File: src/rtl/sts_pkg.sv
// shared types and codes for the script token scanner
`default_nettype none

package sts_pkg;

    // scanner mode codes
    localparam logic [2:0] MODE_IDLE    = 3'd0;
    localparam logic [2:0] MODE_COMMENT = 3'd1;
    localparam logic [2:0] MODE_STRING  = 3'd2;
    localparam logic [2:0] MODE_NUMBER  = 3'd3;
    localparam logic [2:0] MODE_IDENT   = 3'd4;
    localparam logic [2:0] MODE_EQ      = 3'd5;

    // token kind codes
    localparam logic [4:0] KIND_EOF    = 5'd0;
    localparam logic [4:0] KIND_IDENT  = 5'd1;
    localparam logic [4:0] KIND_STRING = 5'd2;
    localparam logic [4:0] KIND_NUMBER = 5'd3;
    localparam logic [4:0] KIND_LBRACE = 5'd4;
    localparam logic [4:0] KIND_RBRACE = 5'd5;
    localparam logic [4:0] KIND_LPAREN = 5'd6;
    localparam logic [4:0] KIND_RPAREN = 5'd7;
    localparam logic [4:0] KIND_SEMI   = 5'd8;
    localparam logic [4:0] KIND_COMMA  = 5'd9;
    localparam logic [4:0] KIND_PLUS   = 5'd10;
    localparam logic [4:0] KIND_MINUS  = 5'd11;
    localparam logic [4:0] KIND_STAR   = 5'd12;
    localparam logic [4:0] KIND_SLASH  = 5'd13;
    localparam logic [4:0] KIND_PCT    = 5'd14;
    localparam logic [4:0] KIND_EQ     = 5'd15;
    localparam logic [4:0] KIND_EQEQ   = 5'd16;
    localparam logic [4:0] KIND_LT     = 5'd17;
    localparam logic [4:0] KIND_GT     = 5'd18;
    localparam logic [4:0] KIND_ERROR  = 5'd19;

    // character codes the scanner treats specially
    localparam logic [7:0] CH_NUL   = 8'h00;
    localparam logic [7:0] CH_TAB   = 8'h09;
    localparam logic [7:0] CH_LF    = 8'h0A;
    localparam logic [7:0] CH_CR    = 8'h0D;
    localparam logic [7:0] CH_SPACE = 8'h20;
    localparam logic [7:0] CH_QUOTE = 8'h22;
    localparam logic [7:0] CH_HASH  = 8'h23;
    localparam logic [7:0] CH_EQ    = 8'h3D;
    localparam logic [7:0] CH_UNDER = 8'h5F;

    // one token record
    typedef struct packed {
        logic [4:0]  kind;
        logic [15:0] offset;
        logic [15:0] length;
    } t_token;

    // tokens produced by one source byte, in emit order
    typedef struct packed {
        logic [1:0] count;
        t_token     tok0;
        t_token     tok1;
    } t_lex_tokens;

endpackage

`default_nettype wire

File: src/rtl/sts_lexer.sv
// per-byte scan logic: token decisions and next scanner state
`default_nettype none

module sts_lexer
    import sts_pkg::*;
#(
    parameter int POSITION_BITS = 16
) (
    input  wire logic [7:0]               i_byte,
    input  wire logic [2:0]               i_mode,
    input  wire logic [POSITION_BITS-1:0] i_pos,
    input  wire logic [POSITION_BITS-1:0] i_pstart,
    output t_lex_tokens                   o_tokens,
    output logic [2:0]                    o_mode,
    output logic [POSITION_BITS-1:0]      o_pos,
    output logic [POSITION_BITS-1:0]      o_pstart
);

    localparam int P = POSITION_BITS;
    localparam int W = (P > 16) ? P : 16;

    // clamp a position value to the 16-bit token fields
    function automatic logic [15:0] sat16(input logic [P-1:0] v);
        logic [W-1:0] wide;
        wide = W'(v);
        if (wide > W'(17'h0FFFF)) begin
            return 16'hFFFF;
        end
        return wide[15:0];
    endfunction

    function automatic logic [P-1:0] sat_inc(input logic [P-1:0] v);
        if (v == {P{1'b1}}) begin
            return v;
        end
        return v + P'(1);
    endfunction

    // single-character punctuation, zero when none
    function automatic logic [4:0] punct_kind(input logic [7:0] b);
        unique case (b)
            8'h7B:   return KIND_LBRACE;
            8'h7D:   return KIND_RBRACE;
            8'h28:   return KIND_LPAREN;
            8'h29:   return KIND_RPAREN;
            8'h3B:   return KIND_SEMI;
            8'h2C:   return KIND_COMMA;
            8'h2B:   return KIND_PLUS;
            8'h2D:   return KIND_MINUS;
            8'h2A:   return KIND_STAR;
            8'h2F:   return KIND_SLASH;
            8'h25:   return KIND_PCT;
            8'h3C:   return KIND_LT;
            8'h3E:   return KIND_GT;
            default: return KIND_EOF;
        endcase
    endfunction

    logic           is_end;
    logic           is_decimal;
    logic           is_letter;
    logic           is_space;
    logic [4:0]     pk;
    logic           consumed;
    logic           have_a;
    logic           have_b;
    t_token         tok_a;
    t_token         tok_b;
    logic [15:0]    plen;
    logic [P-1:0]   pdiff;

    always_comb begin
        is_end     = (i_byte == CH_NUL);
        is_decimal = (i_byte >= 8'h30) && (i_byte <= 8'h39);
        is_letter  = ((i_byte >= 8'h61) && (i_byte <= 8'h7A)) ||
                     ((i_byte >= 8'h41) && (i_byte <= 8'h5A)) || (i_byte == CH_UNDER);
        case (i_byte)
            CH_SPACE, CH_TAB, CH_CR, CH_LF: is_space = 1'b1;
            default:                        is_space = 1'b0;
        endcase
        pk    = punct_kind(i_byte);
        pdiff = (i_pos >= i_pstart) ? (i_pos - i_pstart) : '0;
        plen  = sat16(pdiff);
    end

    // close the pending token, then scan the byte itself
    always_comb begin
        consumed = 1'b0;
        have_a   = 1'b0;
        have_b   = 1'b0;
        tok_a    = '{kind: KIND_EOF, offset: sat16(i_pstart), length: plen};
        tok_b    = '{kind: KIND_EOF, offset: sat16(i_pos), length: 16'd1};
        o_mode   = i_mode;
        o_pstart = i_pstart;
        o_pos    = sat_inc(i_pos);

        unique case (i_mode)
            MODE_COMMENT: begin
                if (i_byte == CH_LF) begin
                    o_mode = MODE_IDLE;
                end
                consumed = !is_end;
            end
            MODE_STRING: begin
                if (is_end || (i_byte == CH_QUOTE)) begin
                    have_a     = 1'b1;
                    tok_a.kind = KIND_STRING;
                end
                if (i_byte == CH_QUOTE) begin
                    o_mode = MODE_IDLE;
                end
                consumed = !is_end;
            end
            MODE_NUMBER: begin
                if (is_decimal) begin
                    consumed = 1'b1;
                end else begin
                    have_a     = 1'b1;
                    tok_a.kind = KIND_NUMBER;
                    o_mode     = MODE_IDLE;
                end
            end
            MODE_IDENT: begin
                if (is_letter || is_decimal) begin
                    consumed = 1'b1;
                end else begin
                    have_a     = 1'b1;
                    tok_a.kind = KIND_IDENT;
                    o_mode     = MODE_IDLE;
                end
            end
            MODE_EQ: begin
                o_mode = MODE_IDLE;
                have_a = 1'b1;
                if (i_byte == CH_EQ) begin
                    tok_a.kind   = KIND_EQEQ;
                    tok_a.length = 16'd2;
                    consumed     = 1'b1;
                end else begin
                    tok_a.kind   = KIND_EQ;
                    tok_a.length = 16'd1;
                end
            end
            default: begin
                o_mode = MODE_IDLE;
            end
        endcase

        if (is_end) begin
            // end of script: eof at current offset, back to reset state
            have_b       = 1'b1;
            tok_b.kind   = KIND_EOF;
            tok_b.length = 16'd0;
            o_mode       = MODE_IDLE;
            o_pos        = '0;
            o_pstart     = '0;
        end else if (!consumed) begin
            if (is_space) begin
                have_b = 1'b0;
            end else if (i_byte == CH_HASH) begin
                o_mode = MODE_COMMENT;
            end else if (pk != KIND_EOF) begin
                have_b     = 1'b1;
                tok_b.kind = pk;
            end else if (i_byte == CH_EQ) begin
                o_mode   = MODE_EQ;
                o_pstart = i_pos;
            end else if (i_byte == CH_QUOTE) begin
                o_mode   = MODE_STRING;
                o_pstart = sat_inc(i_pos);
            end else if (is_decimal) begin
                o_mode   = MODE_NUMBER;
                o_pstart = i_pos;
            end else if (is_letter) begin
                o_mode   = MODE_IDENT;
                o_pstart = i_pos;
            end else begin
                have_b     = 1'b1;
                tok_b.kind = KIND_ERROR;
            end
        end
    end

    // pack tokens in emit order
    always_comb begin
        o_tokens.count = 2'({1'b0, have_a} + {1'b0, have_b});
        o_tokens.tok0  = have_a ? tok_a : tok_b;
        o_tokens.tok1  = tok_b;
    end

endmodule

`default_nettype wire

File: src/rtl/script_token_scanner.sv
// script token scanner top level: input register, scan logic, token queue
// a byte goes from the input register through the scan logic into the token register
// throughput: one source byte per cycle while its tokens fit in the token queue; a byte that
//   makes two tokens holds the two-slot token register for two output transactions
// the scan itself is one pass of the per-byte mode update between registers
// reset: synchronous active-low; clears mode, position, start and all valids
`default_nettype none

module script_token_scanner
    import sts_pkg::*;
#(
    parameter int POSITION_BITS = 16
) (
    input  wire logic        i_clk,
    input  wire logic        i_rst_n,
    input  wire logic        i_valid,
    output logic             o_ready,
    input  wire logic [7:0]  i_source_byte,
    output logic             o_valid,
    input  wire logic        i_ready,
    output logic [4:0]       o_token_kind,
    output logic [15:0]      o_token_offset,
    output logic [15:0]      o_token_length,
    output logic             o_last_of_run
);

    localparam int P = POSITION_BITS;

    logic                r_in_valid;
    logic [7:0]          r_in_byte;
    logic [2:0]          r_mode;
    logic [P-1:0]        r_pos;
    logic [P-1:0]        r_pstart;
    logic [1:0]          r_cnt;
    t_token              r_tok [2];
    logic                r_last [2];

    logic [1:0]          n_cnt;
    t_token              n_tok [2];
    logic                n_last [2];

    t_lex_tokens         lex_tokens;
    logic [2:0]          lex_mode;
    logic [P-1:0]        lex_pos;
    logic [P-1:0]        lex_pstart;

    logic                pop;
    logic [1:0]          remain;
    logic                advance;

    // per-byte scan
    sts_lexer #(
        .POSITION_BITS(P)
    ) u_lexer (
        .i_byte  (r_in_byte),
        .i_mode  (r_mode),
        .i_pos   (r_pos),
        .i_pstart(r_pstart),
        .o_tokens(lex_tokens),
        .o_mode  (lex_mode),
        .o_pos   (lex_pos),
        .o_pstart(lex_pstart)
    );

    // move a byte on when its tokens fit after this cycle's pop
    always_comb begin
        pop     = (r_cnt != 2'd0) && i_ready;
        remain  = r_cnt - {1'b0, pop};
        advance = r_in_valid &&
                  (({1'b0, remain} + {1'b0, lex_tokens.count}) <= 3'd2);
        o_ready = !r_in_valid || advance;
    end

    // token queue: shift on pop, append new tokens behind what remains
    // each slot keeps its own last-of-byte flag
    always_comb begin
        n_tok[0]  = pop ? r_tok[1] : r_tok[0];
        n_tok[1]  = r_tok[1];
        n_last[0] = pop ? r_last[1] : r_last[0];
        n_last[1] = r_last[1];
        n_cnt     = remain;
        if (advance) begin
            n_cnt = 2'(remain + lex_tokens.count);
            if (remain == 2'd0) begin
                n_tok[0]  = lex_tokens.tok0;
                n_tok[1]  = lex_tokens.tok1;
                n_last[0] = (lex_tokens.count != 2'd2);
                n_last[1] = 1'b1;
            end else if (remain == 2'd1) begin
                n_tok[1]  = lex_tokens.tok0;
                n_last[1] = 1'b1;
            end
        end
    end

    // input register
    always_ff @(posedge i_clk) begin
        if (!i_rst_n) begin
            r_in_valid <= 1'b0;
        end else if (o_ready) begin
            r_in_valid <= i_valid;
        end
        if (o_ready && i_valid) begin
            r_in_byte <= i_source_byte;
        end
    end

    // scanner state and token register
    always_ff @(posedge i_clk) begin
        if (!i_rst_n) begin
            r_mode   <= MODE_IDLE;
            r_pos    <= '0;
            r_pstart <= '0;
            r_cnt    <= 2'd0;
        end else begin
            if (advance) begin
                r_mode   <= lex_mode;
                r_pos    <= lex_pos;
                r_pstart <= lex_pstart;
            end
            r_cnt <= n_cnt;
        end
        r_tok[0]  <= n_tok[0];
        r_tok[1]  <= n_tok[1];
        r_last[0] <= n_last[0];
        r_last[1] <= n_last[1];
    end

    assign o_valid        = (r_cnt != 2'd0);
    assign o_token_kind   = r_tok[0].kind;
    assign o_token_offset = r_tok[0].offset;
    assign o_token_length = r_tok[0].length;
    assign o_last_of_run  = r_last[0];

    // checks on queue depth and state handling
    a_cnt_bound: assert property (@(posedge i_clk) disable iff (!i_rst_n)
        r_cnt != 2'd3)
        else $error("token queue overfilled");

    a_end_resets: assert property (@(posedge i_clk) disable iff (!i_rst_n)
        advance && (r_in_byte == CH_NUL) |=> (r_mode == MODE_IDLE) && (r_pos == '0))
        else $error("end of script did not reset scanner state");

    a_end_eof: assert property (@(posedge i_clk) disable iff (!i_rst_n)
        advance && (r_in_byte == CH_NUL) && (remain == 2'd0)
        |=> o_valid && ((r_cnt == 2'd1) ? (o_token_kind == KIND_EOF)
                                        : (r_tok[1].kind == KIND_EOF)))
        else $error("end of script without eof token");

    a_pos_mono: assert property (@(posedge i_clk) disable iff (!i_rst_n)
        advance && (r_in_byte != CH_NUL) |=> r_pos >= $past(r_pos))
        else $error("byte position went backward");

    a_hold_byte: assert property (@(posedge i_clk) disable iff (!i_rst_n)
        r_in_valid && !advance |=> r_in_valid && $stable(r_in_byte))
        else $error("stalled source byte lost");

endmodule

`default_nettype wire

File: config.mk
export PLATFORM = sky130hd
export DESIGN_NAME = script_token_scanner
export DESIGN_NICKNAME = d
export VERILOG_FILES = /design/src/rtl/sts_pkg.sv /design/src/rtl/sts_lexer.sv /design/src/rtl/script_token_scanner.sv
export SDC_FILE = /design/constraint.sdc
export NUM_CORES = 1
export LEC_CHECK = 0
export BUFFER_PORTS_ARGS = -buffer_cell sky130_fd_sc_hd__buf_2
export CAP_MARGIN = 20
export CELL_PAD_IN_SITES_DETAIL_PLACEMENT = 1
export CELL_PAD_IN_SITES_GLOBAL_PLACEMENT = 1
export CORE_MARGIN = 3
export CORE_UTILIZATION = 25
export CTS_CLUSTER_DIAMETER = 50
export CTS_CLUSTER_SIZE = 30
export DETAILED_ROUTE_END_ITERATION = 10
export GPL_ROUTABILITY_DRIVEN = 0
export MAX_ROUTING_LAYER = met4
export PLACE_DENSITY = 0.58
export SLEW_MARGIN = 20
export SYNTH_ARGS = -nofsm -noshare
export SYNTH_HDL_FRONTEND = slang
export SYNTH_SLANG_ARGS = --single-unit
File: constraint.sdc
create_clock -name i_clk -period 13.35 [get_ports i_clk]
set_input_delay 2.67 -clock i_clk [delete_from_list [all_inputs] [get_ports i_clk]]
set_output_delay 2.67 -clock i_clk [all_outputs]
set_load 0.02 [all_outputs]
==> results.md, run 1 <==
- Outcome: finished, final reports clean
- Setup violators final: 0
- Root buffer cell: clkbuf_16
- Power Density: 203.9 nW/um2
- Register area share after synthesis: 37.82%
- Post-CTS setup buffers: 0
- Largest net degree at the start of global routing: 45
- Final ANT Viol Nets: 0
- Post-CTS sizing: 0
- Post-Route WL: 23,210 um
- Synth-to-Final Area Change: 10.82%
- Leak: 3.152 nW
- Synth Register Bits: 122
- CTS tree: yes
- Drt pass-1 iters: 4
- Site row count: 63
- Crit path largest cell delay: 510 ps
- CP max stage cell: fa_1
- WP buf/inv: 5
- Die H: 181.2 um
- First-pass GRT wire length: 37,370 um
- Worst EP arrival: 5240 ps
- H-tree levels: 4
- Total CTS buffers: 17
- Via density: 4.984
- Fillcell total: 3,551
- Input/output buffers: 51
- Mean Syn Cell Area: 8.614 um2
- Ratio of cells with drive above 1 in the final layout: 15.99%
- Iteration-0 DRC Markers: 363
- Final Max Slew Viols: 0
- Critical Path RT: 10,680 ps
- Worst-Margin Slew: 983.7 ps
- Commonest non-fill, non-tap cell in the layout: nand2_1
- Unique masters post-synth: 95
- WL per Instance: 18.15 um
- Worst path top cell family by delay: buffers and inverters
- Nets: 911
- Hold crit path type: flop to flop
- Final Power: 1.734 mW
- Synth warn: 0
- Worst Skew: 7.814 ps
- Min Clock Period, post-route: 7910 ps
- Initial Util: 25.62%
- F_max: 126.4 MHz
- Die ar.: 32,840 um2
- Setup repair after global routing missed its margin: false
- Setup TNS Final: 0 ps
- Sink Count: 122
- Crit-path cells: buf_2, nand2_1, buf_4, inv_1, ha_1, xor2_1, inv_1, fa_1, o21ai_0, nand2_1, buf_2
- Vias in the first global route: 6,451
- Core Region: 29,950 um2
- Initial antenna violation count: 1
- Final Hold Vio Count: 0
- Ys flop type: dfxtp_1
- Post-CTS Hold Fix Bufs: 0
- Die width: 181.2 um
- Hpwl dp: 16,490 um
- MaxCap Viol Count: 0
- Crit end category: output port
- Syn Inst Count: 891
- Total gr overflow: 0
- Post-synth EDFFs: 46
- Mapped Nets: 926
- Clock latency at the later pin of the worst-skew pair: 430 ps
- FFs w/ async S/R, synth: 0%
- Max VDD drop: 0.07714 mV
- Remaining DRCs: 0
- Final period util: 59.25%
- Clock-pin slew on the worst setup and hold paths: 60 ps
- CP Class: input pin to output port
- CP startpoint kind: input pin
- GRT Util Overall: 14.73%
- Vias: 6,375
- Most frequent cells in the layout: 152 x nand2_1, 76 x dfxtp_1, 51 x buf_2
- Syn Std Cell Area: 7675 um2
- Worst-path fanout max: 26
- Relative slew margins: 33.59%
- I/O pin count: 52
- WHS: 478.8 ps
- Clock buffer depth: 2
## kinds of logic after synthesis
kind of cell | Yosys count | share of synthesized area (%)
AND/OR/NAND/NOR | 342 | 22.33
AO/OA/AOI/OAI | 211 | 18.76
adder cells (fa/ha/maj) | 23 | 3.945
buffers and inverters | 130 | 8.983
XOR/XNOR | 17 | 1.940
multiplexers | 46 | 6.211
flip-flops | 122 | 37.82
## tightest hold or removal path, stage by stage (launching register included)
cell	delay, ps
dfxtp_1	310
nand2_1	50
a31oi_1	70
## Yosys cell counts (all sizes together), types with 6 or more instances
cell type  number  share of area, %
nor4           10               1.1
and3           18               1.5
inv            33               1.6
a21oi          51               3.5
dfxtp          76                20
nand2         152               7.4
clkbuf         35               1.7
nand2b         11              0.90
mux2i          33               4.3
buf            60               5.6
mux2           13               1.9
nand4           6              0.68
nor3           19               1.6
o21ai          56               3.9
nand3          29               1.9
and2            9              0.73
or3            10               1.0
a31oi          10              0.90
nor2           50               2.4
ha             21               3.4
xnor2           9               1.0
o22ai           9              0.73
xor2            8              0.91
nor2b           6              0.49
edfxtp         46                18
a211oi         14               1.4
## sequential cells by signal (all words and copies together), names as in the netlist
register    cells
r_in_byte       8
r_in_valid      1
r_pos          16
r_pstart       16
r_last          2
r_mode          3
r_tok          74
r_cnt           2
## report_power, final
part / leakage [nW] / switching, mW / total (mW) / internal (mW)
Combinational: 1.83 / 0.463 / 0.702 / 0.239
Sequential: 1.06 / 0.0722 / 0.586 / 0.514
Clock: 0.263 / 0.191 / 0.446 / 0.255
Total: 3.15 / 0.726 / 1.73 / 1.01
## worst paths after layout
| check | startpoint | endpoint | slack, ps | cells past startpoint |
|---|---|---|---|---|
| hold / removal | r_tok[0][11] | r_tok[0][11] | 480 | 2 |
| hold reg to reg | r_tok[0][11] | r_tok[0][11] | 480 | 2 |
| setup / recovery | i_ready | o_ready | 5440 | 11 |
| setup reg to reg | r_in_byte[1] | r_tok[0][36] | 7200 | 16 |
## metrics by stage
stage / setup WS (ps) / utilization, % / std cells / cell area (um2)
after detailed placement: 5397 / 26.54 / 1247 / 7949
after global routing: 5140 / 28.39 / 1278 / 8503
after CTS: 5383 / 28.37 / 1278 / 8498
after floorplan: 6023 / - / 891 / 7675
after global placement: 5467 / 26.54 / 1247 / 7949
final: 5440 / 28.40 / 1279 / 8506
## per-layer routing
layer | global-route usage [%] | wire length, um | up-vias
met3 | 2.557 | 704 | 36
met2 | 22.73 | 10680 | 98
met1 | 19.76 | 11460 | 3094
met4 | 4.540 | 370 | 0
met5 | - | 0 | -
li1 | - | - | 3147
## cell type report
type	count	area, um2	share of cell area [%]
antenna	1	2.502	0.02942
clock buffer	17	425.4	5.001
clock inverter	14	123.9	1.456
inverter	35	131.4	1.545
multi-input combinational	639	4101	48.22
sequential	122	2903	34.13
tap	390	488.0	5.737
timing repair buffer	61	330.3	3.883
No activity file was read; power rests on OpenSTA's default activity.
==> run 2: changes to the inputs <==
- clock period: 13.35 -> 7.8 ns (I/O delays scaled with it)
==> results.md, run 2 (synthesized netlist as in run 1, its figures left out) <==
- Relative slew margins: 28.99% (-4.6 points)
- F_max: 170.6 MHz
- Worst flop-to-flop path endpoint: r_pos[6]
- Leak: 3.190 nW (+1.2%)
- Worst Skew: 10.47 ps (+2.652 ps)
- Site row count: 63 (unchanged)
- Largest regs: r_tok x74, r_pos x16, r_pstart x16
- Combinational share of power: 39.1% (-1.4 points)
- Setup TNS Final: 0 ps (unchanged)
- Final Max Slew Viols: 0 (unchanged)
- Sw Share: 40.49% (-1.4 points)
- Clock buffer depth: 2 (unchanged)
- Worst-path fanout max: 23 (-12%)
- Max reg flops: 74 (unchanged)
- Core Region: 29,950 um2 (unchanged)
- Worst reg2reg path startpoint: r_in_byte[1]
- Final period util: 75.13%
- Final ANT Viol Nets: 0 (unchanged)
- Total gr overflow: 0 (unchanged)
- GRT Util Overall: 14.86% (+0.12 points)
- Register-to-register setup slack: 2390 ps (-4810 ps)
- Max VDD drop: 0.1531 mV (+98%)
- Setup violators final: 0 (unchanged)
- WL per Instance: 18.44 um (+1.6%)
- Synth-to-Final Area Change: 11.79%
- Seq pwr share: 32.5% (-1.3 points)
- Post-CTS Hold Fix Bufs: 0 (unchanged)
- CP Class: flop to output port
- Sink Count: 122 (unchanged)
- Antenna Cells: 0 (-1)
- Crit path from: r_in_byte[1]
- Crit end category: output port
- Hold crit path type: flop to flop
- Initial Util: 25.62% (unchanged)
- CTS tree: yes
- Dpl cell area: 7941 um2 (about the same)
- Nets: 910 (-0.11%)
- Most flops, register: r_tok
- Outcome: finished, final reports clean
- Switching power total: 1.251 mW (+72%)
- CP startpoint kind: flop
- Total CTS buffers: 17 (unchanged)
- Critical Path RT: 6240 ps (-4440 ps)
- Final Hold Vio Count: 0 (unchanged)
- Ratio of cells with drive above 1 in the final layout: 15.99% (unchanged)
- MaxCap Viol Count: 0 (unchanged)
- Post-CTS sizing: 0 (unchanged)
- Via density: 5.035 (+1.0%)
- Iteration-0 DRC Markers: 354 (-2.5%)
- First-pass GRT wire length: 37,750 um (+1.0%)
- Clock latency at the later pin of the worst-skew pair: 430 ps (about the same)
- Remaining DRCs: 0 (unchanged)
- Metal3 WL: 833 um (+18%)
- Hpwl dp: 16,920 um (+2.6%)
- Post-CTS setup buffers: 0 (unchanged)
- Initial antenna violation count: 0 (-1)
- Vias: 6,435 (+0.94%)
- Largest net degree at the start of global routing: 40 (-11%)
- H-tree levels: 4 (unchanged)
- Drt pass-1 iters: 5 (+1)
- Die width: 181.2 um (unchanged)
- Clk pwr share: 28.3% (+2.6 points)
- Vias in the first global route: 6,418 (-0.51%)
- Die H: 181.2 um (unchanged)
- Clock-pin slew on the worst setup and hold paths: 60 ps (about the same)
- Met1 WL: 11,430 um (-0.20%)
- Power Density: 360.1 nW/um2 (+77%)
- Metal2 WL: 11,060 um (+3.5%)
- Root buffer cell: clkbuf_16
- Internal power: 1.839 mW (+82%)
- Input/output buffers: 51 (unchanged)
- I/O pin count: 52 (unchanged)
- Worst-Margin Slew: 1063 ps (+78.96 ps)
- Crit path to: o_ready
- Highest metal used: met4
- Min Clock Period, post-route: 5860 ps
- Post-Route WL: 23,560 um (+1.5%)
- Commonest non-fill, non-tap cell in the layout: nand2_1
- Most frequent cells in the layout: 152 x nand2_1, 76 x dfxtp_1, 51 x buf_2
- Setup repair after global routing missed its margin: false
- Final Cell Area: 8579 um2 (+0.87%)
- Die ar.: 32,840 um2 (unchanged)
- Path depth of the worst reg2reg path: 17 (+1)
- Worst EP arrival: 4300 ps (-940 ps)
run 2: changes by cell type in the layout (fill, tap and decap cells not counted), sizes merged:
cell      previous run  this run
clkinv               9         5
bufinv               1         4
inv                 36        39
clkinvlp             3         1
buf                 61        60
clkbuf              17        18
diode                1         0
run 2: layer usage:
metal  up-vias  global-route usage, %
met3        14                  2.798
met5         -                      -
met1      3166                  19.47
li1       3150                      -
met4         0                  3.748
met2       105                  23.70
run 2: how the worst min path moves through the flow:
stage,from,end,slack [ps],cells past startpoint
after floorplan,r_tok[0][11],r_tok[0][11],450,2
after global placement,r_tok[0][6],r_tok[0][6],470,2
after detailed placement,r_tok[0][11],r_tok[0][11],480,2
after CTS,r_tok[0][11],r_tok[0][11],490,2
after global routing,r_tok[0][11],r_tok[0][11],520,2
final,r_tok[0][11],r_tok[0][11],480,2
run 2: worst max-delay path: stages, from the launching register on:
cell and delay (ps):
edfxtp_1 840, nor2_1 80, a211oi_1 510, nand2_1 220, a31oi_2 420, nor4_2 150
ha_1 320, ha_1 200, inv_1 60, fa_1 420, o21ai_0 270, nand2_1 180
buf_2 200
run 2: final cells by class:
cell class,count,area [um2]
Clock buffer,18,429.2
Clock inverter,14,209.0
Fill cell,3534,21370
Inverter,35,131.4
Multi-Input combinational cell,639,4096
Sequential cell,122,2903
Tap cell,390,488.0
Timing Repair Buffer,60,322.8
run 2: power by group through the flow:
stage                     Combinational, mW  Sequential [mW]  Clock, mW
after floorplan                       0.995            0.962          0
after global placement                 1.21             1.02          0
after detailed placement               1.23             1.02          0
after CTS                              1.24             1.01      0.894
after global routing                   1.34             1.03      0.920
final                                  1.21             1.01      0.874
run 2: stage by stage:
step | hold WS, ps | total power, mW | util (%) | cells | setup WS (ps)
3_3_place_gp | 468.5 | 2.230 | 26.51 | 1246 | 2204
5_1_grt | 515.1 | 3.296 | 28.64 | 1278 | 1582
2_1_floorplan | 452.4 | 1.957 | - | 891 | 1760
6_report | 482.1 | 3.089 | 28.64 | 1278 | 1940
3_5_place_dp | 476.6 | 2.251 | 26.51 | 1246 | 2145
4_1_cts | 486.3 | 3.138 | 28.64 | 1278 | 1925
